File: config.mk
export PLATFORM = sky130hd
export DESIGN_NAME = hts_ctrl
export DESIGN_NICKNAME = d
export VERILOG_FILES = /design/src/rtl/core/assert_macros.svh /design/src/rtl/core/hts_pkg.sv /design/src/rtl/core/hts_ctrl.sv
export SDC_FILE = /design/constraint.sdc
export NUM_CORES = 1
export LEC_CHECK = 0
export BUFFER_PORTS_ARGS = -buffer_cell sky130_fd_sc_hd__buf_2
export CAP_MARGIN = 10
export CORE_ASPECT_RATIO = 0.9
export CORE_MARGIN = 5
export CORE_UTILIZATION = 40
export CTS_CLUSTER_SIZE = 12
export DETAILED_ROUTE_END_ITERATION = 7
export PLACE_DENSITY = 0.58
export SYNTH_ARGS = -nofsm -noshare
export SYNTH_HDL_FRONTEND = slang
export SYNTH_SLANG_ARGS = --single-unit
export TNS_END_PERCENT = 10
File: constraint.sdc
create_clock -name clk -period 11.7 [get_ports clk]
set_input_delay 2.34 -clock clk [delete_from_list [all_inputs] [get_ports clk]]
set_output_delay 2.34 -clock clk [all_outputs]
set_load 0.02 [all_outputs]
File: src/rtl/core/assert_macros.svh
// Assertion helpers shared by the RTL. Both macros expect clk and rst_n in scope.
`ifndef ASSERT_MACROS_SVH
`define ASSERT_MACROS_SVH
`ifndef SYNTHESIS
// Check a consequence in the same cycle as its cause
`define ASSERT_IMPLY(lbl, ante, cons, msg) \
    lbl: assert property (@(posedge clk) disable iff (!rst_n) (ante) |-> (cons)) \
        else $error(msg);
// Check a consequence in the cycle after its cause
`define ASSERT_NEXT(lbl, ante, cons, msg) \
    lbl: assert property (@(posedge clk) disable iff (!rst_n) (ante) |=> (cons)) \
        else $error(msg);
`else
`define ASSERT_IMPLY(lbl, ante, cons, msg)
`define ASSERT_NEXT(lbl, ante, cons, msg)
`endif
`endif

File: src/rtl/core/hts_pkg.sv
package hts_pkg;

    // Field widths
    localparam int TIME_W     = 48;
    localparam int POS_W      = 48;
    localparam int VEL_W      = 32;
    localparam int MAT_W      = 16;
    localparam int CFG_IDX_W  = 3;
    localparam int CFG_DATA_W = 48;

    // Datapath widths
    localparam int FRAC_W    = 16;
    localparam int U_W       = FRAC_W + 1;
    localparam int BAS_W     = 20;
    localparam int DIV_STEPS = FRAC_W;
    localparam int MA_W      = 52;
    localparam int MB_W      = 49;
    localparam int PROD_W    = MA_W + MB_W;
    localparam int ACC_W     = 104;

    // Multiplier digit width default
    localparam int MUL_DIGIT_W = 8;

    // Input opcodes
    localparam logic OPC_LOAD = 1'b0;
    localparam logic OPC_EVAL = 1'b1;

    // Configuration register indexes
    localparam logic [CFG_IDX_W-1:0] REG_ROW0  = 3'd0;
    localparam logic [CFG_IDX_W-1:0] REG_ROW1  = 3'd1;
    localparam logic [CFG_IDX_W-1:0] REG_ROW2  = 3'd2;
    localparam logic [CFG_IDX_W-1:0] REG_ORG_X = 3'd3;
    localparam logic [CFG_IDX_W-1:0] REG_ORG_Y = 3'd4;
    localparam logic [CFG_IDX_W-1:0] REG_ORG_Z = 3'd5;

    // Reset values of the frame matrix rows (identity)
    localparam logic [CFG_DATA_W-1:0] ROW0_RST = 48'h0000_0000_4000;
    localparam logic [CFG_DATA_W-1:0] ROW1_RST = 48'h0000_4000_0000;
    localparam logic [CFG_DATA_W-1:0] ROW2_RST = 48'h4000_0000_0000;

    // Datapath micro-operations
    typedef enum logic [4:0] {
        OP_NONE,
        OP_LOAD,
        OP_ZERO,
        OP_COPY_OLD,
        OP_DIV_INIT,
        OP_DIV_STEP,
        OP_DIV_FIX,
        OP_MUL_UU,
        OP_MUL_U2U,
        OP_BASIS,
        OP_MUL_H00P,
        OP_MUL_H01P,
        OP_MUL_H10V,
        OP_MUL_H11V,
        OP_MUL_HVH,
        OP_LOCAL,
        OP_ORG,
        OP_MUL_ML,
        OP_WORLD,
        OP_PUBLISH
    } op_t;

    // Controller to datapath
    typedef struct packed {
        op_t        op;
        logic [1:0] axis;
        logic [1:0] col;
        logic       exec;
        logic       take;
    } cmd_t;

    // Datapath to controller
    typedef struct packed {
        logic mul_done;
        logic cnt_zero;
        logic use_old;
    } stat_t;

endpackage

File: src/rtl/core/hts_ctrl.sv
module hts_ctrl import hts_pkg::*; (
    input  logic  clk,
    input  logic  rst_n,
    input  logic  item_valid,
    output logic  item_ready,
    input  logic  opcode,
    output logic  result_valid,
    input  logic  result_ready,
    input  stat_t stat,
    output cmd_t  cmd
);

    localparam int PC_W = 6;
    localparam logic [PC_W-1:0] PC_DIV_INIT = 6'd0;
    localparam logic [PC_W-1:0] PC_DIV_STEP = 6'd1;
    localparam logic [PC_W-1:0] PC_DIV_FIX  = 6'd2;
    localparam logic [PC_W-1:0] PC_UU       = 6'd3;
    localparam logic [PC_W-1:0] PC_U2U      = 6'd4;
    localparam logic [PC_W-1:0] PC_BASIS    = 6'd5;
    localparam logic [PC_W-1:0] PC_BLEND    = 6'd6;
    localparam logic [PC_W-1:0] PC_WORLD    = 6'd27;
    localparam logic [PC_W-1:0] PC_PUBLISH  = 6'd42;
    localparam logic [PC_W-1:0] BLEND_LEN   = 6'd7;
    localparam logic [PC_W-1:0] WORLD_LEN   = 6'd5;
    localparam int DCNT_W = $clog2(DIV_STEPS);

    typedef struct packed {
        op_t        op;
        logic [1:0] axis;
        logic [1:0] col;
    } uop_t;

    typedef enum logic [2:0] {
        ST_IDLE = 3'b001,
        ST_RUN  = 3'b010,
        ST_WAIT = 3'b100
    } state_t;

    // Micro-program: divider, basis, blend per axis, frame transform per row, publish
    function automatic uop_t prog_at(input logic [PC_W-1:0] pc);
        uop_t            u;
        logic [PC_W-1:0] k;
        u.op   = OP_NONE;
        u.axis = 2'd0;
        u.col  = 2'd0;
        k      = '0;
        if (pc == PC_DIV_INIT)
            u.op = OP_DIV_INIT;
        else if (pc == PC_DIV_STEP)
            u.op = OP_DIV_STEP;
        else if (pc == PC_DIV_FIX)
            u.op = OP_DIV_FIX;
        else if (pc == PC_UU)
            u.op = OP_MUL_UU;
        else if (pc == PC_U2U)
            u.op = OP_MUL_U2U;
        else if (pc == PC_BASIS)
            u.op = OP_BASIS;
        else if (pc < PC_WORLD)
        begin
            k = pc - PC_BLEND;
            if (k >= BLEND_LEN + BLEND_LEN)
            begin
                u.axis = 2'd2;
                k      = k - BLEND_LEN - BLEND_LEN;
            end
            else if (k >= BLEND_LEN)
            begin
                u.axis = 2'd1;
                k      = k - BLEND_LEN;
            end
            case (k)
                6'd0:    u.op = OP_MUL_H00P;
                6'd1:    u.op = OP_MUL_H01P;
                6'd2:    u.op = OP_MUL_H10V;
                6'd3:    u.op = OP_MUL_HVH;
                6'd4:    u.op = OP_MUL_H11V;
                6'd5:    u.op = OP_MUL_HVH;
                default: u.op = OP_LOCAL;
            endcase
        end
        else if (pc < PC_PUBLISH)
        begin
            k = pc - PC_WORLD;
            if (k >= WORLD_LEN + WORLD_LEN)
            begin
                u.axis = 2'd2;
                k      = k - WORLD_LEN - WORLD_LEN;
            end
            else if (k >= WORLD_LEN)
            begin
                u.axis = 2'd1;
                k      = k - WORLD_LEN;
            end
            case (k)
                6'd0:    u.op = OP_ORG;
                6'd1:    u.op = OP_MUL_ML;
                6'd2:    u.op = OP_MUL_ML;
                6'd3:    u.op = OP_MUL_ML;
                default: u.op = OP_WORLD;
            endcase
            // Column only matters on the three products
            if (k >= 6'd1 && k <= 6'd3)
                u.col = 2'(k - 6'd1);
        end
        else
            u.op = OP_PUBLISH;
        return u;
    endfunction

    function automatic logic is_mul(input op_t op);
        return (op == OP_MUL_UU) || (op == OP_MUL_U2U) || (op == OP_MUL_H00P) ||
               (op == OP_MUL_H01P) || (op == OP_MUL_H10V) || (op == OP_MUL_H11V) ||
               (op == OP_MUL_HVH) || (op == OP_MUL_ML);
    endfunction

    state_t              state_reg, state_next;
    logic [PC_W-1:0]     pc_reg, pc_next;
    logic [DCNT_W-1:0]   dcnt_reg, dcnt_next;
    logic                out_valid_reg, out_valid_next;
    uop_t                uop;
    logic                item_beat;

    // Sequence the micro-program
    always_comb
    begin
        uop            = prog_at(pc_reg);
        state_next     = state_reg;
        pc_next        = pc_reg;
        dcnt_next      = dcnt_reg;
        out_valid_next = out_valid_reg;
        item_ready     = state_reg == ST_IDLE;
        item_beat      = item_valid && item_ready;
        cmd.op         = uop.op;
        cmd.axis       = uop.axis;
        cmd.col        = uop.col;
        cmd.exec       = 1'b0;
        cmd.take       = 1'b0;

        // Drop the result beat once taken
        if (result_valid && result_ready)
            out_valid_next = 1'b0;

        case (state_reg)
            ST_IDLE:
            begin
                cmd.op = OP_NONE;
                if (item_beat)
                begin
                    cmd.take = 1'b1;
                    cmd.exec = 1'b1;
                    if (opcode == OPC_LOAD)
                        cmd.op = OP_LOAD;
                    else if (stat.cnt_zero)
                    begin
                        cmd.op     = OP_ZERO;
                        pc_next    = PC_PUBLISH;
                        state_next = ST_RUN;
                    end
                    else if (stat.use_old)
                    begin
                        cmd.op     = OP_COPY_OLD;
                        pc_next    = PC_WORLD;
                        state_next = ST_RUN;
                    end
                    else
                    begin
                        pc_next    = PC_DIV_INIT;
                        dcnt_next  = '0;
                        state_next = ST_RUN;
                    end
                end
            end
            ST_RUN:
            begin
                if (uop.op == OP_PUBLISH)
                begin
                    if (!out_valid_reg || result_ready)
                    begin
                        cmd.exec       = 1'b1;
                        out_valid_next = 1'b1;
                        state_next     = ST_IDLE;
                    end
                end
                else if (is_mul(uop.op))
                begin
                    cmd.exec   = 1'b1;
                    state_next = ST_WAIT;
                end
                else if (uop.op == OP_DIV_STEP)
                begin
                    cmd.exec  = 1'b1;
                    dcnt_next = dcnt_reg + 1'b1;
                    if (dcnt_reg == DCNT_W'(DIV_STEPS - 1))
                        pc_next = pc_reg + 1'b1;
                end
                else
                begin
                    cmd.exec = 1'b1;
                    pc_next  = pc_reg + 1'b1;
                end
            end
            ST_WAIT:
            begin
                if (stat.mul_done)
                begin
                    pc_next    = pc_reg + 1'b1;
                    state_next = ST_RUN;
                end
            end
            default:
            begin
                state_next = ST_IDLE;
            end
        endcase
    end

    always_ff @(posedge clk or negedge rst_n)
    begin
        if (!rst_n)
        begin
            state_reg     <= ST_IDLE;
            pc_reg        <= '0;
            dcnt_reg      <= '0;
            out_valid_reg <= 1'b0;
        end
        else
        begin
            state_reg     <= state_next;
            pc_reg        <= pc_next;
            dcnt_reg      <= dcnt_next;
            out_valid_reg <= out_valid_next;
        end
    end

    assign result_valid = out_valid_reg;

endmodule

; ---- After elaboration in Yosys (flattened, before gate mapping)
; Index checks and enable logic that the tools add are counted.
[classes]
n_lt_le_gt_ge = 8
addsub = 9
mux = 81
eq_ne = 38
reduce_logical = 22
[op_table]
columns = cell, n
row1 = 6-bit two-way mux, 27
row2 = 4-bit two-way mux, 14
row3 = 5-bit two-way mux, 8
row4 = "6-bit by 2-bit == test with 1-bit output, second input constant", 6
row5 = "5-bit by 4-bit == test with 1-bit output, second input constant", 6
row6 = "6-bit by 3-bit subtractor with 6-bit output, second input constant", 5
row7 = "6-bit by 3-bit == test with 1-bit output, second input constant", 4
row8 = 2-bit two-way mux, 10
row9 = "6-bit by 1-bit == test with 1-bit output, second input constant", 3
row10 = 6-bit logical NOT, 3
row11 = 3-bit two-way mux, 6
row12 = 6-bit one-hot mux with 3 select lines, 1
row13 = 3-bit one-hot mux with 5 select lines, 1
row14 = "6-bit by 3-bit >= comparator with 1-bit output, second input constant", 2
row15 = "6-bit by 4-bit >= comparator with 1-bit output, second input constant", 2
row16 = "2-bit inequality test, second input constant", 6
row17 = "5-bit by 3-bit == test with 1-bit output, second input constant", 2
row18 = "5-bit == test, second input constant", 2
row19 = 1-bit two-way mux, 9
row20 = "3-bit inequality test, second input constant", 3
row21 = 3-bit one-hot mux with 3 select lines, 1
row22 = 1-bit logical OR, 8
row23 = 4-bit one-hot mux with 2 select lines, 1
row24 = 8-bit AND reduction, 1
row25 = other kinds (24), 27
[word_totals]
wordCells = 162
reg_bits = 14
out_inout_bits = 13
inputBits = 8

; ---- Longest topological paths before layout
[logic_depth]
ltp_word = 34
mapped_depth = 23
depth_no_buf = 19

; ---- Worst setup path after synthesis
; Ideal clock, no wire load.
[synth_path]
path_type = register to output
start = register pc_reg[2]
end = output cmd[7] (netlist name)
path_stages_with_launch = 19
path_buffers = 4
t_arrival_ps = 4353
t_required_ps = 9360
setup_slack_ps = 5007
cell_sequence = dfrtp_1 > buf_2 > clkbuf_1 > clkbuf_1 > inv_1 > ha_1 > buf_2 > a2111oi_0 > o211ai_1 > or2_2 > a21o_1 > xnor2_1 > inv_1 > ha_1 > nor2_1 > a21oi_1 > and2_1 > o22a_1 > o32ai_1
[synth_lines]
columns = element, line
row1 = "start, declared", hts_ctrl.sv:118  ; logic [PC_W-1:0] pc_reg, pc_next;
row2 = "start signal, assigned", hts_ctrl.sv:230  ; pc_reg <= pc_next;
row3 = "end, declared", hts_ctrl.sv:10  ; output cmd_t cmd

==> flow_summary.toml <==
[status]
status = "finished, final reports clean"

[global_routing]
grt_pass1_wl_um = 12600
first_global_vias = 2437
grt_usage_pct = 19.0
grt_overflow = 0
grt_antenna_before_repair = 0
grt_max_degree = 34

[drt]
first_pass_iters = 5
route.top_layer_used = "met4"
dr.first_iter.drc_count = 221
wl_met2_um = 3320
wl_per_cell_um = 17.0
drc = 0
wl_met3_um = 467
via_per_inst = 6.08
wl_met1_um = 3760
num_vias = 2705
wirelength_um = 7560
ant_nets = 0

[synth]
synth_edf_count = 0
yosysSeqAreaShare_pct = 13.7
synth_seq_cells = 14
synthDistinctLibCells = 72
yosysTopAreaCellShare_pct = 12.7
synthTopCellsByArea = "dfrtp_1 (13%), ha_1 (7.3%), a21oi_1 (4.9%)"
syn-cell-area_um2 = 2560
syn_inst = 355
async_reset_ff_share_pct = 100
yosysTopAreaCell = "dfrtp_1"
yosysWarnings = 0
avgSynthCellArea_um2 = 7.21
synth-main-ff-cell = "dfrtp_1"
syn_nets = 378

[timing]
rsz0062_at_grt = "no"
max_freq_mhz = 135
hold_viol = 0
slew_headroom_pct = 39.6
fin_crit_sh_pct = 63.3
period_minus_slack_ns = 7.40
setup_viol = 0
final-max-slew-violation-count = 0
fin_skew_ns = 0.00250
tns_ns = 0
worstMarginPinSlew_ns = 0.898

[finish]
finalNetCount = 382
final_area_um2 = 2750
diodes = 0
drive_gt1_share_pct = 14.0
largest_reg_flops = 6
final-seq-area_um2 = 352
multi_input_area_um2 = 2050
fillers = 646
synthToLayoutAreaGrowth_pct = 7.38

[floorplan]
die_x_um = 94.3
io_pins = 21
core_area_um2 = 6180
initial_core_util_pct = 41.4
die-area_um2 = 8110
fp.dieH_um = 85.9
rows = 27

[clocking]
cts_sinks = 14
hold_buffers = 0
cts_tree = "done"
clk_latency_ns = 0.25
cts_buffer_depth = 2
cts_max_level = 1
cts_buffers = 3
postCtsSetupRepairBufs = 0
postCtsResizedCells = 0
path_clk_slew_ns = 0.06
cts_root_buf = "clkbuf_8"

[setup_path]
r2r-start = "pc_reg[0]"
startpoint = "pc_reg[0]"
worstSetupPathType = "flop to primary output"
worstPathRequired_ns = 9.36
cp_max_fo = 21
cp.arrival_ns = 5.06
start_kind = "flop"
r2r_cells = 19
end_kind = "primary output"

[job]
drv_cap = 0

[hold_path]
min_path_type = "flop to flop"
holdPathStages = 2
worstHoldStart = "dcnt_reg[1]"

[power]
p_leak_nw = 1.11
power.density_nw_per_um2 = 330
vdd_ir_drop_max_mv = 0.138

[place]
io_buffers = 20
dp_hpwl_um = 5630
gp_congestion = 0.912
placedInstanceArea_um2 = 2700
==> synthesized netlist by cell type (all sizes together) (2+ instances only) <==
| cell | instances |
|---|---|
| a2111oi | 3 |
| a211o | 2 |
| a211oi | 2 |
| a21bo | 2 |
| a21boi | 2 |
| a21o | 3 |
| a21oi | 25 |
| a221o | 2 |
| a221oi | 2 |
| a22oi | 5 |
| a2bb2oi | 2 |
| a31oi | 10 |
| a41o | 3 |
| and2 | 9 |
| and3 | 5 |
| buf | 9 |
| clkbuf | 16 |
| dfrtp | 13 |
| ha | 15 |
| inv | 14 |
| mux2 | 3 |
| nand2 | 26 |
| nand2b | 12 |
| nand3 | 15 |
| nand3b | 2 |
| nand4 | 3 |
| nor2 | 31 |
| nor2b | 6 |
| nor3 | 15 |
| nor4 | 5 |
| o211ai | 3 |
| o21a | 3 |
| o21ai | 26 |
| o22ai | 3 |
| o31ai | 7 |
| o32a | 2 |
| o32ai | 3 |
| or2 | 4 |
| or3 | 3 |
| xnor2 | 11 |
| xor2 | 8 |
==> report_power, final <==
part           switching (mW)  total (mW)  internal (mW)
Clock                  0.0189      0.0488         0.0299
Combinational           0.468       0.751          0.283
Sequential             0.0463       0.109         0.0625
Total                   0.533       0.908          0.375
==> layout make-up <==
class | count | area share (%)
Multi-Input combinational cell | 302 | 74.6
Clock buffer | 4 | 2.00
Sequential cell | 14 | 12.8
Tap cell | 87 | 3.96
Inverter | 14 | 1.91
Timing Repair Buffer | 24 | 4.73
==> placed cells by master, fill, tap and decap left out, types with 3 or more instances in the layout <==
cell,instances
or2_2,4
a22oi_1,5
xor2_1,7
o211ai_1,3
nand2b_1,11
nand2_1,26
a21o_1,3
nor2_1,31
and3_1,5
o22ai_1,3
a21oi_1,25
and2_1,8
ha_1,15
or3_1,3
o21ai_1,4
buf_4,4
xnor2_1,11
nor3_1,14
mux2_2,3
o32ai_1,3
nand3_1,15
inv_1,13
buf_2,20
o31ai_1,6
nor2b_1,6
dfrtp_1,13
a2111oi_0,3
clkbuf_8,4
nand4_1,3
o21ai_0,22
a41o_1,3
nor4_1,3
o21a_1,3
a31oi_1,10
==> worst paths after layout <==
check,to,slack (ns)
setup reg to reg,pc_reg[2],6.01
hold / removal,dcnt_reg[1],0.51
setup / recovery,cmd[6],4.30
max in group asynchronous,state_reg[0],9.41
min in group asynchronous,dcnt_reg[2],1.99
hold reg to reg,dcnt_reg[1],0.51
==> cells by family after synthesis <==
logic type	Yosys count	share of synthesized area, %
AND/OR/NAND/NOR	142	30.4
AO/OA/AOI/OAI	122	33.9
buffers and inverters	39	6.16
XOR/XNOR	19	6.79
adder cells (fa/ha/maj)	15	7.33
flip-flops	14	13.7
multiplexers	4	1.71
==> stage by stage <==
step                std cells  hold slack, ns  util [%]  setup WS (ns)  power (mW)
detailed placement        441           0.503      43.6           4.69       0.842
CTS                       445           0.518      44.5           4.39       0.898
global route              445           0.561      44.5           3.78       0.998
finish                    445           0.509      44.5           4.30       0.908
global placement          441           0.481      43.6           4.75       0.843
floorplan                 355           0.465         -           5.01       0.683
==> metal layers <==
metal  vias up  track usage (%)
met5         -                0
met4         0             1.84
met3         2             1.93
met2       102             28.5
met1      1275             30.0
li1       1326                -
==> critical path: stages (launching register included) <==
cell,delay (ns)
dfrtp_1,0.79
inv_1,0.31
ha_1,0.52
or3b_2,0.50
a2111oi_0,0.39
a211oi_1,0.10
buf_4,0.19
nand2b_1,0.19
xnor2_1,0.38
ha_1,0.25
nor2_1,0.06
nor3_1,0.28
a21oi_1,0.15
o22ai_1,0.21
o21ai_0,0.16
o21bai_1,0.14
buf_2,0.18
No activity file was read; power rests on OpenSTA's default activity.
